### src/ibpd_pkg.sv
// Shared types, constants and register map of the infrared beacon pulse decoder.
package ibpd_pkg;

    localparam int STAMP_W = 16;
    localparam int CODE_W = 7;
    localparam int SLOT_W = 2;
    localparam int NUM_CODES = 4;

    localparam int APB_ADDR_W = 5;
    localparam int APB_DATA_W = 32;
    localparam int REG_IDX_W = 3;

    localparam int FRAME_BITS_DEF = 7;
    localparam int ABORT_WIDTH_DEF = 300;

    localparam logic [REG_IDX_W-1:0] REG_CODE_LEFT      = 3'd0;
    localparam logic [REG_IDX_W-1:0] REG_CODE_MID_LEFT  = 3'd1;
    localparam logic [REG_IDX_W-1:0] REG_CODE_RIGHT     = 3'd2;
    localparam logic [REG_IDX_W-1:0] REG_CODE_MID_RIGHT = 3'd3;
    localparam logic [REG_IDX_W-1:0] REG_HEADER_MIN     = 3'd4;
    localparam logic [REG_IDX_W-1:0] REG_HEADER_MAX     = 3'd5;
    localparam logic [REG_IDX_W-1:0] REG_ONE_MIN        = 3'd6;
    localparam logic [REG_IDX_W-1:0] REG_ONE_MAX        = 3'd7;

    localparam logic [STAMP_W-1:0] HEADER_MIN_RST = 16'd370;
    localparam logic [STAMP_W-1:0] HEADER_MAX_RST = 16'd550;
    localparam logic [STAMP_W-1:0] ONE_MIN_RST    = 16'd100;
    localparam logic [STAMP_W-1:0] ONE_MAX_RST    = 16'd210;

    typedef struct packed {
        logic [NUM_CODES-1:0][CODE_W-1:0] codes;
        logic [STAMP_W-1:0]               header_min;
        logic [STAMP_W-1:0]               header_max;
        logic [STAMP_W-1:0]               one_min;
        logic [STAMP_W-1:0]               one_max;
    } cfg_t;

    typedef struct packed {
        logic header_hit;
        logic one_hit;
        logic abort_hit;
    } pulse_class_t;

endpackage

### src/ibpd_regs.sv
// APB configuration register file holding beacon codes and pulse windows.
module ibpd_regs (
    input  logic                              aclk,
    input  logic                              aresetn,
    input  logic                              psel,
    input  logic                              penable,
    input  logic                              pwrite,
    input  logic [ibpd_pkg::APB_ADDR_W-1:0]   paddr,
    input  logic [ibpd_pkg::APB_DATA_W-1:0]   pwdata,
    output logic [ibpd_pkg::APB_DATA_W-1:0]   prdata,
    output logic                              pready,
    output ibpd_pkg::cfg_t                    cfg
);

    ibpd_pkg::cfg_t                      cfg_reg;
    logic [ibpd_pkg::REG_IDX_W-1:0]      reg_idx;
    logic                                wr_en;

    assign reg_idx = paddr[ibpd_pkg::APB_ADDR_W-1:2];
    assign wr_en   = psel && penable && pwrite;
    assign pready  = 1'b1;
    assign cfg     = cfg_reg;

    always_ff @(posedge aclk) begin
        if (!aresetn) begin
            cfg_reg.codes      <= '0;
            cfg_reg.header_min <= ibpd_pkg::HEADER_MIN_RST;
            cfg_reg.header_max <= ibpd_pkg::HEADER_MAX_RST;
            cfg_reg.one_min    <= ibpd_pkg::ONE_MIN_RST;
            cfg_reg.one_max    <= ibpd_pkg::ONE_MAX_RST;
        end else if (wr_en) begin
            unique case (reg_idx)
                ibpd_pkg::REG_CODE_LEFT:
                    cfg_reg.codes[0] <= pwdata[ibpd_pkg::CODE_W-1:0];
                ibpd_pkg::REG_CODE_MID_LEFT:
                    cfg_reg.codes[1] <= pwdata[ibpd_pkg::CODE_W-1:0];
                ibpd_pkg::REG_CODE_RIGHT:
                    cfg_reg.codes[2] <= pwdata[ibpd_pkg::CODE_W-1:0];
                ibpd_pkg::REG_CODE_MID_RIGHT:
                    cfg_reg.codes[3] <= pwdata[ibpd_pkg::CODE_W-1:0];
                ibpd_pkg::REG_HEADER_MIN:
                    cfg_reg.header_min <= pwdata[ibpd_pkg::STAMP_W-1:0];
                ibpd_pkg::REG_HEADER_MAX:
                    cfg_reg.header_max <= pwdata[ibpd_pkg::STAMP_W-1:0];
                ibpd_pkg::REG_ONE_MIN:
                    cfg_reg.one_min <= pwdata[ibpd_pkg::STAMP_W-1:0];
                ibpd_pkg::REG_ONE_MAX:
                    cfg_reg.one_max <= pwdata[ibpd_pkg::STAMP_W-1:0];
                default: ;
            endcase
        end
    end

    always_comb begin
        prdata = '0;
        unique case (reg_idx)
            ibpd_pkg::REG_CODE_LEFT:
                prdata = ibpd_pkg::APB_DATA_W'(cfg_reg.codes[0]);
            ibpd_pkg::REG_CODE_MID_LEFT:
                prdata = ibpd_pkg::APB_DATA_W'(cfg_reg.codes[1]);
            ibpd_pkg::REG_CODE_RIGHT:
                prdata = ibpd_pkg::APB_DATA_W'(cfg_reg.codes[2]);
            ibpd_pkg::REG_CODE_MID_RIGHT:
                prdata = ibpd_pkg::APB_DATA_W'(cfg_reg.codes[3]);
            ibpd_pkg::REG_HEADER_MIN:
                prdata = ibpd_pkg::APB_DATA_W'(cfg_reg.header_min);
            ibpd_pkg::REG_HEADER_MAX:
                prdata = ibpd_pkg::APB_DATA_W'(cfg_reg.header_max);
            ibpd_pkg::REG_ONE_MIN:
                prdata = ibpd_pkg::APB_DATA_W'(cfg_reg.one_min);
            ibpd_pkg::REG_ONE_MAX:
                prdata = ibpd_pkg::APB_DATA_W'(cfg_reg.one_max);
            default: prdata = '0;
        endcase
    end

endmodule

### src/ibpd_classify.sv
// Pulse width measurement with wraparound and window classification.
module ibpd_classify #(
    parameter int ABORT_WIDTH = ibpd_pkg::ABORT_WIDTH_DEF
) (
    input  logic [ibpd_pkg::STAMP_W-1:0] stamp,
    input  logic [ibpd_pkg::STAMP_W-1:0] rise_time,
    input  ibpd_pkg::cfg_t               cfg,
    output ibpd_pkg::pulse_class_t       pclass
);

    logic [ibpd_pkg::STAMP_W-1:0] diff;
    logic [ibpd_pkg::STAMP_W-1:0] width;
    logic                         wrapped;

    // The stamp wraps after 65534, so a wrapped pulse is one tick shorter than the raw difference.
    assign wrapped = stamp < rise_time;
    assign diff    = stamp - rise_time;
    assign width   = diff - ibpd_pkg::STAMP_W'(wrapped);

    assign pclass.header_hit = (width >= cfg.header_min) && (width < cfg.header_max);
    assign pclass.one_hit    = (width >= cfg.one_min) && (width < cfg.one_max);
    assign pclass.abort_hit  = width >= ibpd_pkg::STAMP_W'(ABORT_WIDTH);

endmodule

### src/ibpd_match.sv
// Priority match of a received code against the four configured beacon codes.
module ibpd_match (
    input  logic [ibpd_pkg::CODE_W-1:0] code,
    input  ibpd_pkg::cfg_t              cfg,
    output logic                        matched,
    output logic [ibpd_pkg::SLOT_W-1:0] slot
);

    always_comb begin
        matched = 1'b0;
        slot    = '0;
        for (int k = ibpd_pkg::NUM_CODES - 1; k >= 0; k--) begin
            if (code == cfg.codes[k]) begin
                matched = 1'b1;
                slot    = ibpd_pkg::SLOT_W'(k);
            end
        end
    end

endmodule

### src/ir_beacon_pulse_decoder.sv
// Infrared beacon pulse decoder: edge beats in, one code beat out per received frame.
// A frame's final falling-edge beat goes from the input register to the result registers.
// Throughput: one edge beat per cycle, set by the single decode stage after the input register.
// The decode stage holds only while an undelivered result waits and m_ready is low.
// Reset (aresetn low, synchronous) clears the receive state, both valid flags and the
// configuration registers to their default windows and zero codes.
module ir_beacon_pulse_decoder #(
    parameter int FRAME_BITS  = ibpd_pkg::FRAME_BITS_DEF,
    parameter int ABORT_WIDTH = ibpd_pkg::ABORT_WIDTH_DEF
) (
    input  logic                              aclk,
    input  logic                              aresetn,
    input  logic                              s_valid,
    output logic                              s_ready,
    input  logic                              s_level,
    input  logic [ibpd_pkg::STAMP_W-1:0]      s_stamp,
    output logic                              m_valid,
    input  logic                              m_ready,
    output logic [ibpd_pkg::CODE_W-1:0]       m_code,
    output logic                              m_matched,
    output logic [ibpd_pkg::SLOT_W-1:0]       m_slot,
    input  logic                              psel,
    input  logic                              penable,
    input  logic                              pwrite,
    input  logic [ibpd_pkg::APB_ADDR_W-1:0]   paddr,
    input  logic [ibpd_pkg::APB_DATA_W-1:0]   pwdata,
    output logic [ibpd_pkg::APB_DATA_W-1:0]   prdata,
    output logic                              pready
);

    localparam int CNT_W = (FRAME_BITS > 1) ? $clog2(FRAME_BITS) : 1;
    localparam int EXT_W = (FRAME_BITS > ibpd_pkg::CODE_W) ? FRAME_BITS : ibpd_pkg::CODE_W;

    ibpd_pkg::cfg_t               cfg;
    ibpd_pkg::pulse_class_t       pclass;

    logic                         in_valid_reg;
    logic                         level_reg;
    logic [ibpd_pkg::STAMP_W-1:0] stamp_reg;
    logic                         advance;

    logic                         in_pulse_reg, in_pulse_next;
    logic                         header_seen_reg, header_seen_next;
    logic [ibpd_pkg::STAMP_W-1:0] rise_time_reg, rise_time_next;
    logic [CNT_W-1:0]             bit_count_reg, bit_count_next;
    logic [FRAME_BITS-1:0]        shift_reg, shift_next;

    logic [FRAME_BITS-1:0]        shift_bit;
    logic [ibpd_pkg::CODE_W-1:0]  frame_code;
    logic                         last_bit;
    logic                         emit;
    logic                         match_hit;
    logic [ibpd_pkg::SLOT_W-1:0]  match_slot;

    logic                         m_valid_reg;
    logic [ibpd_pkg::CODE_W-1:0]  m_code_reg;
    logic                         m_matched_reg;
    logic [ibpd_pkg::SLOT_W-1:0]  m_slot_reg;

    ibpd_regs u_regs (
        .aclk    (aclk),
        .aresetn (aresetn),
        .psel    (psel),
        .penable (penable),
        .pwrite  (pwrite),
        .paddr   (paddr),
        .pwdata  (pwdata),
        .prdata  (prdata),
        .pready  (pready),
        .cfg     (cfg)
    );

    ibpd_classify #(
        .ABORT_WIDTH (ABORT_WIDTH)
    ) u_classify (
        .stamp     (stamp_reg),
        .rise_time (rise_time_reg),
        .cfg       (cfg),
        .pclass    (pclass)
    );

    assign advance = in_valid_reg && (!m_valid_reg || m_ready);
    assign s_ready = !in_valid_reg || advance;

    always_ff @(posedge aclk) begin
        if (!aresetn) begin
            in_valid_reg <= 1'b0;
        end else if (s_ready) begin
            in_valid_reg <= s_valid;
        end
    end

    always_ff @(posedge aclk) begin
        if (s_valid && s_ready) begin
            level_reg <= s_level;
            stamp_reg <= s_stamp;
        end
    end

    assign shift_bit  = pclass.one_hit ? (shift_reg | FRAME_BITS'(1)) : shift_reg;
    assign last_bit   = bit_count_reg == CNT_W'(FRAME_BITS - 1);
    assign frame_code = ibpd_pkg::CODE_W'(EXT_W'(shift_bit));

    ibpd_match u_match (
        .code    (frame_code),
        .cfg     (cfg),
        .matched (match_hit),
        .slot    (match_slot)
    );

    always_comb begin
        in_pulse_next    = in_pulse_reg;
        header_seen_next = header_seen_reg;
        rise_time_next   = rise_time_reg;
        bit_count_next   = bit_count_reg;
        shift_next       = shift_reg;
        emit             = 1'b0;
        if (advance) begin
            if (!in_pulse_reg) begin
                if (level_reg) begin
                    rise_time_next = stamp_reg;
                    in_pulse_next  = 1'b1;
                end
            end else if (!level_reg) begin
                in_pulse_next = 1'b0;
                if (!header_seen_reg) begin
                    if (pclass.header_hit) begin
                        header_seen_next = 1'b1;
                        bit_count_next   = '0;
                        shift_next       = '0;
                    end
                end else if (pclass.one_hit || !pclass.abort_hit) begin
                    if (last_bit) begin
                        emit             = 1'b1;
                        header_seen_next = 1'b0;
                        bit_count_next   = '0;
                        shift_next       = '0;
                    end else begin
                        bit_count_next = bit_count_reg + CNT_W'(1);
                        shift_next     = shift_bit << 1;
                    end
                end else begin
                    header_seen_next = 1'b0;
                    bit_count_next   = '0;
                    shift_next       = '0;
                end
            end
        end
    end

    always_ff @(posedge aclk) begin
        if (!aresetn) begin
            in_pulse_reg    <= 1'b0;
            header_seen_reg <= 1'b0;
            rise_time_reg   <= '0;
            bit_count_reg   <= '0;
            shift_reg       <= '0;
        end else begin
            in_pulse_reg    <= in_pulse_next;
            header_seen_reg <= header_seen_next;
            rise_time_reg   <= rise_time_next;
            bit_count_reg   <= bit_count_next;
            shift_reg       <= shift_next;
        end
    end

    always_ff @(posedge aclk) begin
        if (!aresetn) begin
            m_valid_reg <= 1'b0;
        end else if (emit) begin
            m_valid_reg <= 1'b1;
        end else if (m_ready) begin
            m_valid_reg <= 1'b0;
        end
    end

    always_ff @(posedge aclk) begin
        if (emit) begin
            m_code_reg    <= frame_code;
            m_matched_reg <= match_hit;
            m_slot_reg    <= match_slot;
        end
    end

    assign m_valid   = m_valid_reg;
    assign m_code    = m_code_reg;
    assign m_matched = m_matched_reg;
    assign m_slot    = m_slot_reg;

endmodule

### config.mk
export PLATFORM = sky130hd
export DESIGN_NAME = ir_beacon_pulse_decoder
export DESIGN_NICKNAME = d
export VERILOG_FILES = /design/src/ibpd_pkg.sv /design/src/ibpd_regs.sv /design/src/ibpd_classify.sv /design/src/ibpd_match.sv /design/src/ir_beacon_pulse_decoder.sv
export SDC_FILE = /design/constraint.sdc
export NUM_CORES = 1
export LEC_CHECK = 0
export BUFFER_PORTS_ARGS = -buffer_cell sky130_fd_sc_hd__buf_2
export CAP_MARGIN = 30
export CORE_UTILIZATION = 54
export DETAILED_ROUTE_END_ITERATION = 16
export GPL_ROUTABILITY_DRIVEN = 0
export PLACE_DENSITY_LB_ADDON = 0.05
export SLEW_MARGIN = 40
export SYNTH_ARGS = -nofsm -noshare
export SYNTH_HDL_FRONTEND = slang
export SYNTH_SLANG_ARGS = --single-unit
### constraint.sdc
create_clock -name aclk -period 6.4 [get_ports aclk]
set_input_delay 0.32 -clock aclk [delete_from_list [all_inputs] [get_ports aclk]]
set_output_delay 0.32 -clock aclk [all_outputs]
set_load 0.03 [all_outputs]
==> results.py <==
metrics = {
    "status": {
        "status": "completed",
    },
    "timing": {
        "layout_min_cycle_time_ns": 6.07,
        "maxSlewViolCount": 0,
        "slew-limit-headroom_pct": 39.8,
        "finalHoldViolCount": 0,
        "finalSetupViolCount": 0,
        "worst_hold_slack_across_all_endpoints_ns": 0.0603,
        "timing.fmax_ghz": 0.165,
        "worst_clock_skew_ns": 0.00956,
        "fin_crit_sh_pct": 94.8,
        "worst_slew_pin_slew_ns": 0.900,
    },
    "floorplan": {
        "die_h_um": 136,
        "core_um2": 17400,
        "placementRows": 48,
        "floorplan.initialDensity_pct": 55.7,
        "dieWidth_um": 136,
        "design.die.area_um2": 18500,
        "number_of_placed_i_o_pins": 106,
    },
    "layout": {
        "utilization_pct": 63.2,
        "post_route_cells_drive_above_1_share_pct": 15.1,
        "max_reg_flops": 92,
        "design.final.nets": 1352,
        "antenna-diode-count": 0,
        "area_growth_from_synthesis_to_final_layout_pct": 13.4,
        "finish.instance_area_um2": 11000,
    },
    "power": {
        "power-per-cell-area_nw_per_um2": 245,
        "vdd.ir_drop.worst_uv": 206,
        "post_route_total_power_mw": 2.70,
        "leakage_nw": 4.53,
    },
    "grt": {
        "grt_overflow": 0,
        "grt_pass1_wl_um": 38100,
        "grt_use_total_pct": 27.0,
        "antenna_violations_before_repair": 0,
        "grt_max_degree": 61,
        "first_global_vias": 7262,
    },
    "worst_setup_path": {
        "worst-setup-path-type": "flop to flop",
        "timing.reg2reg.worst_path_depth": 28,
        "cp-endpoint": "bit_count_reg[0]",
        "crit_slowest_cell": "sky130_fd_sc_hd__fa_1",
        "crit_start": "stamp_reg[1]",
        "worstSetupPathDepth": 28,
        "path_max_fanout": 6,
        "critPathLaunchType": "flop",
        "regToRegStartpoint": "stamp_reg[1]",
        "reg2reg_slack_ns": 0.33,
        "crit_path_max_cell_delay_ns": 0.53,
        "worst_setup_path_end_kind": "flop",
        "cpLargestDelayFamily": "compound AO/OA/AOI/OAI gates",
        "destination_of_the_worst_register_to_register_timing_path": "bit_count_reg[0]",
        "critPathRequiredTime_ns": 6.72,
        "cp_num_buf_inv": 2,
        "critPathArrivalTime_ns": 6.39,
    },
    "cts": {
        "tritoncts.num_buffers": 17,
        "cts_sinks": 148,
        "cts_root_buffer": "sky130_fd_sc_hd__clkbuf_16",
        "htree_num_levels": 4,
        "clk-insertion-delay-late_ns": 0.43,
        "cts.path.max_buffers": 2,
        "cts.reportedPaths.clkPinSlew_ns": 0.07,
        "postCtsHoldBufs": 0,
        "tritoncts": "built",
    },
    "flow_run": {
        "timing.max_cap.violations": 0,
    },
    "drt": {
        "routed_wirelength_um": 24100,
        "post_drt_via_cell_ratio": 5.52,
        "drc": 0,
        "route.vias.total": 7844,
        "drt-initial-drc-count": 478,
        "detail-route-antenna-nets": 0,
        "drtPass1Iterations": 5,
        "avgRoutedWirePerCell_um": 16.9,
    },
    "logic_synthesis": {
        "post_synthesis_area_per_instance_um2": 8.63,
        "yosys_most_used_dff": "sky130_fd_sc_hd__dfxtp_1",
        "ys_async_sr_fraction_pct": 0,
        "sequential_area_share_after_synthesis_pct": 33.3,
        "post_synth_instance_area_um2": 9700,
        "yosys_warnings": 0,
        "synth.ff_latch_count": 148,
        "post_synth_edffs": 27,
        "syn_inst": 1124,
        "ys_types": 66,
    },
    "placed_design": {
        "detailedPlacementHpwl_um": 17800,
        "detailed_place.area_um2": 10300,
        "port_buffers": 70,
    },
    "worst_hold_path": {
        "min_from": "s_stamp[12]",
        "worst_hold_check_path_type": "primary input to flop",
    },
}
placed cells by master, fill, tap and decap left out, types with 20 or more instances in the layout:
| master | instances |
|---|---|
| sky130_fd_sc_hd__nand2_1 | 183 |
| sky130_fd_sc_hd__inv_1 | 128 |
| sky130_fd_sc_hd__dfxtp_1 | 121 |
| sky130_fd_sc_hd__ha_1 | 104 |
| sky130_fd_sc_hd__buf_2 | 68 |
| sky130_fd_sc_hd__a21boi_0 | 65 |
| sky130_fd_sc_hd__mux2i_1 | 36 |
| sky130_fd_sc_hd__nor2b_1 | 33 |
| sky130_fd_sc_hd__nor2_1 | 32 |
| sky130_fd_sc_hd__a21oi_1 | 31 |
| sky130_fd_sc_hd__edfxtp_1 | 27 |
| sky130_fd_sc_hd__o21ai_0 | 25 |
| sky130_fd_sc_hd__buf_4 | 25 |
| sky130_fd_sc_hd__o211ai_1 | 22 |
| sky130_fd_sc_hd__nand3_1 | 20 |
per-layer routing:
| layer | track usage (%) | routed length [um] | vias up |
|---|---|---|---|
| met2 | 42.8 | 10800 | 211 |
| li1 | - | - | 3921 |
| met3 | 4.25 | 1110 | 36 |
| met4 | 8.40 | 504 | 0 |
| met5 | 0 | 0 | - |
| met1 | 37.5 | 11600 | 3676 |
cell usage after synthesis, types with 3 or more instances:
cell type / instances / share of area (%)
sky130_fd_sc_hd__dfxtp_1: 121 / 25
sky130_fd_sc_hd__or2_2: 4 / 0.26
sky130_fd_sc_hd__o21a_1: 9 / 0.70
sky130_fd_sc_hd__mux4_2: 14 / 3.2
sky130_fd_sc_hd__nand2b_1: 7 / 0.45
sky130_fd_sc_hd__a221oi_1: 4 / 0.36
sky130_fd_sc_hd__edfxtp_1: 27 / 8.4
sky130_fd_sc_hd__nand3_1: 20 / 1.0
sky130_fd_sc_hd__a21oi_1: 33 / 1.7
sky130_fd_sc_hd__o22ai_1: 3 / 0.19
sky130_fd_sc_hd__nand2_1: 183 / 7.1
sky130_fd_sc_hd__inv_1: 128 / 5.0
sky130_fd_sc_hd__xnor2_1: 21 / 1.9
sky130_fd_sc_hd__or3_1: 3 / 0.19
sky130_fd_sc_hd__a31oi_1: 5 / 0.32
sky130_fd_sc_hd__ha_1: 105 / 14
sky130_fd_sc_hd__o211a_1: 3 / 0.31
sky130_fd_sc_hd__buf_1: 4 / 0.15
sky130_fd_sc_hd__nor2b_1: 33 / 2.1
sky130_fd_sc_hd__clkbuf_1: 50 / 1.9
sky130_fd_sc_hd__a22o_1: 7 / 0.63
sky130_fd_sc_hd__o21ai_0: 28 / 1.4
sky130_fd_sc_hd__xor2_1: 18 / 1.6
sky130_fd_sc_hd__buf_4: 17 / 1.3
sky130_fd_sc_hd__nor3_1: 11 / 0.57
sky130_fd_sc_hd__o211ai_1: 22 / 1.7
sky130_fd_sc_hd__nor2_1: 39 / 1.5
sky130_fd_sc_hd__a21boi_0: 65 / 5.0
sky130_fd_sc_hd__a211oi_1: 9 / 0.70
sky130_fd_sc_hd__nand4_1: 13 / 0.84
sky130_fd_sc_hd__mux2i_1: 36 / 3.7
sky130_fd_sc_hd__a21o_1: 17 / 1.3
sky130_fd_sc_hd__o21ai_1: 3 / 0.15
sky130_fd_sc_hd__nor4_1: 4 / 0.26
sky130_fd_sc_hd__and2_1: 13 / 0.84
sky130_fd_sc_hd__mux2_2: 3 / 0.35
sky130_fd_sc_hd__a211o_1: 3 / 0.27
stage by stage:
step	TNS (ns)	cells	setup slack, ns
6_report	0	1422	0.333
3_5_place_dp	-0.524	1384	-0.0720
5_1_grt	-0.638	1422	-0.0820
3_3_place_gp	0	1382	0.0693
4_1_cts	0	1416	0.0520
2_1_floorplan	0	1139	0.130
how the worst min path moves through the flow:
stage | endpoint | cells after the start
final | stamp_reg[12] | 1
after global routing | stamp_reg[13] | 1
after detailed placement | rise_time_reg[15] | 2
after CTS | stamp_reg[12] | 1
after floorplan | m_code[2] | 0
after global placement | u_regs.cfg[51] | 2
report_power, final:
part	internal [mW]	switching, mW
clock network	0.524	0.474
logic	0.304	0.413
registers	0.969	0.0149
total	1.80	0.902
layout make-up:
class	instances	area, um^2
clock inverter	15	158
inverter	128	480
timing repair buffer	98	607
clock buffer	17	425
multi-input combinational	791	5820
fill	1527	6410
tap	225	282
sequential	148	3230
cells by family after synthesis:
kind of cell | Yosys count | share of synthesized area [%]
AOI/OAI and AO/OA | 230 | 16.8
xor gates and xnor gates | 40 | 3.69
adders and majority gates | 107 | 14.0
buffers and inverters | 200 | 8.41
DFF | 148 | 33.3
muxes | 54 | 7.43
other | 2 | 0.0774
and+or+nand+nor | 343 | 16.3
timing repair:
action                     CTS  global route
gates cloned                 0             1
pin swaps                    0            23
resized for setup            3            18
setup buffers                0             5
setup endpoints to repair   18            24
No activity file was read; power rests on OpenSTA's default activity.
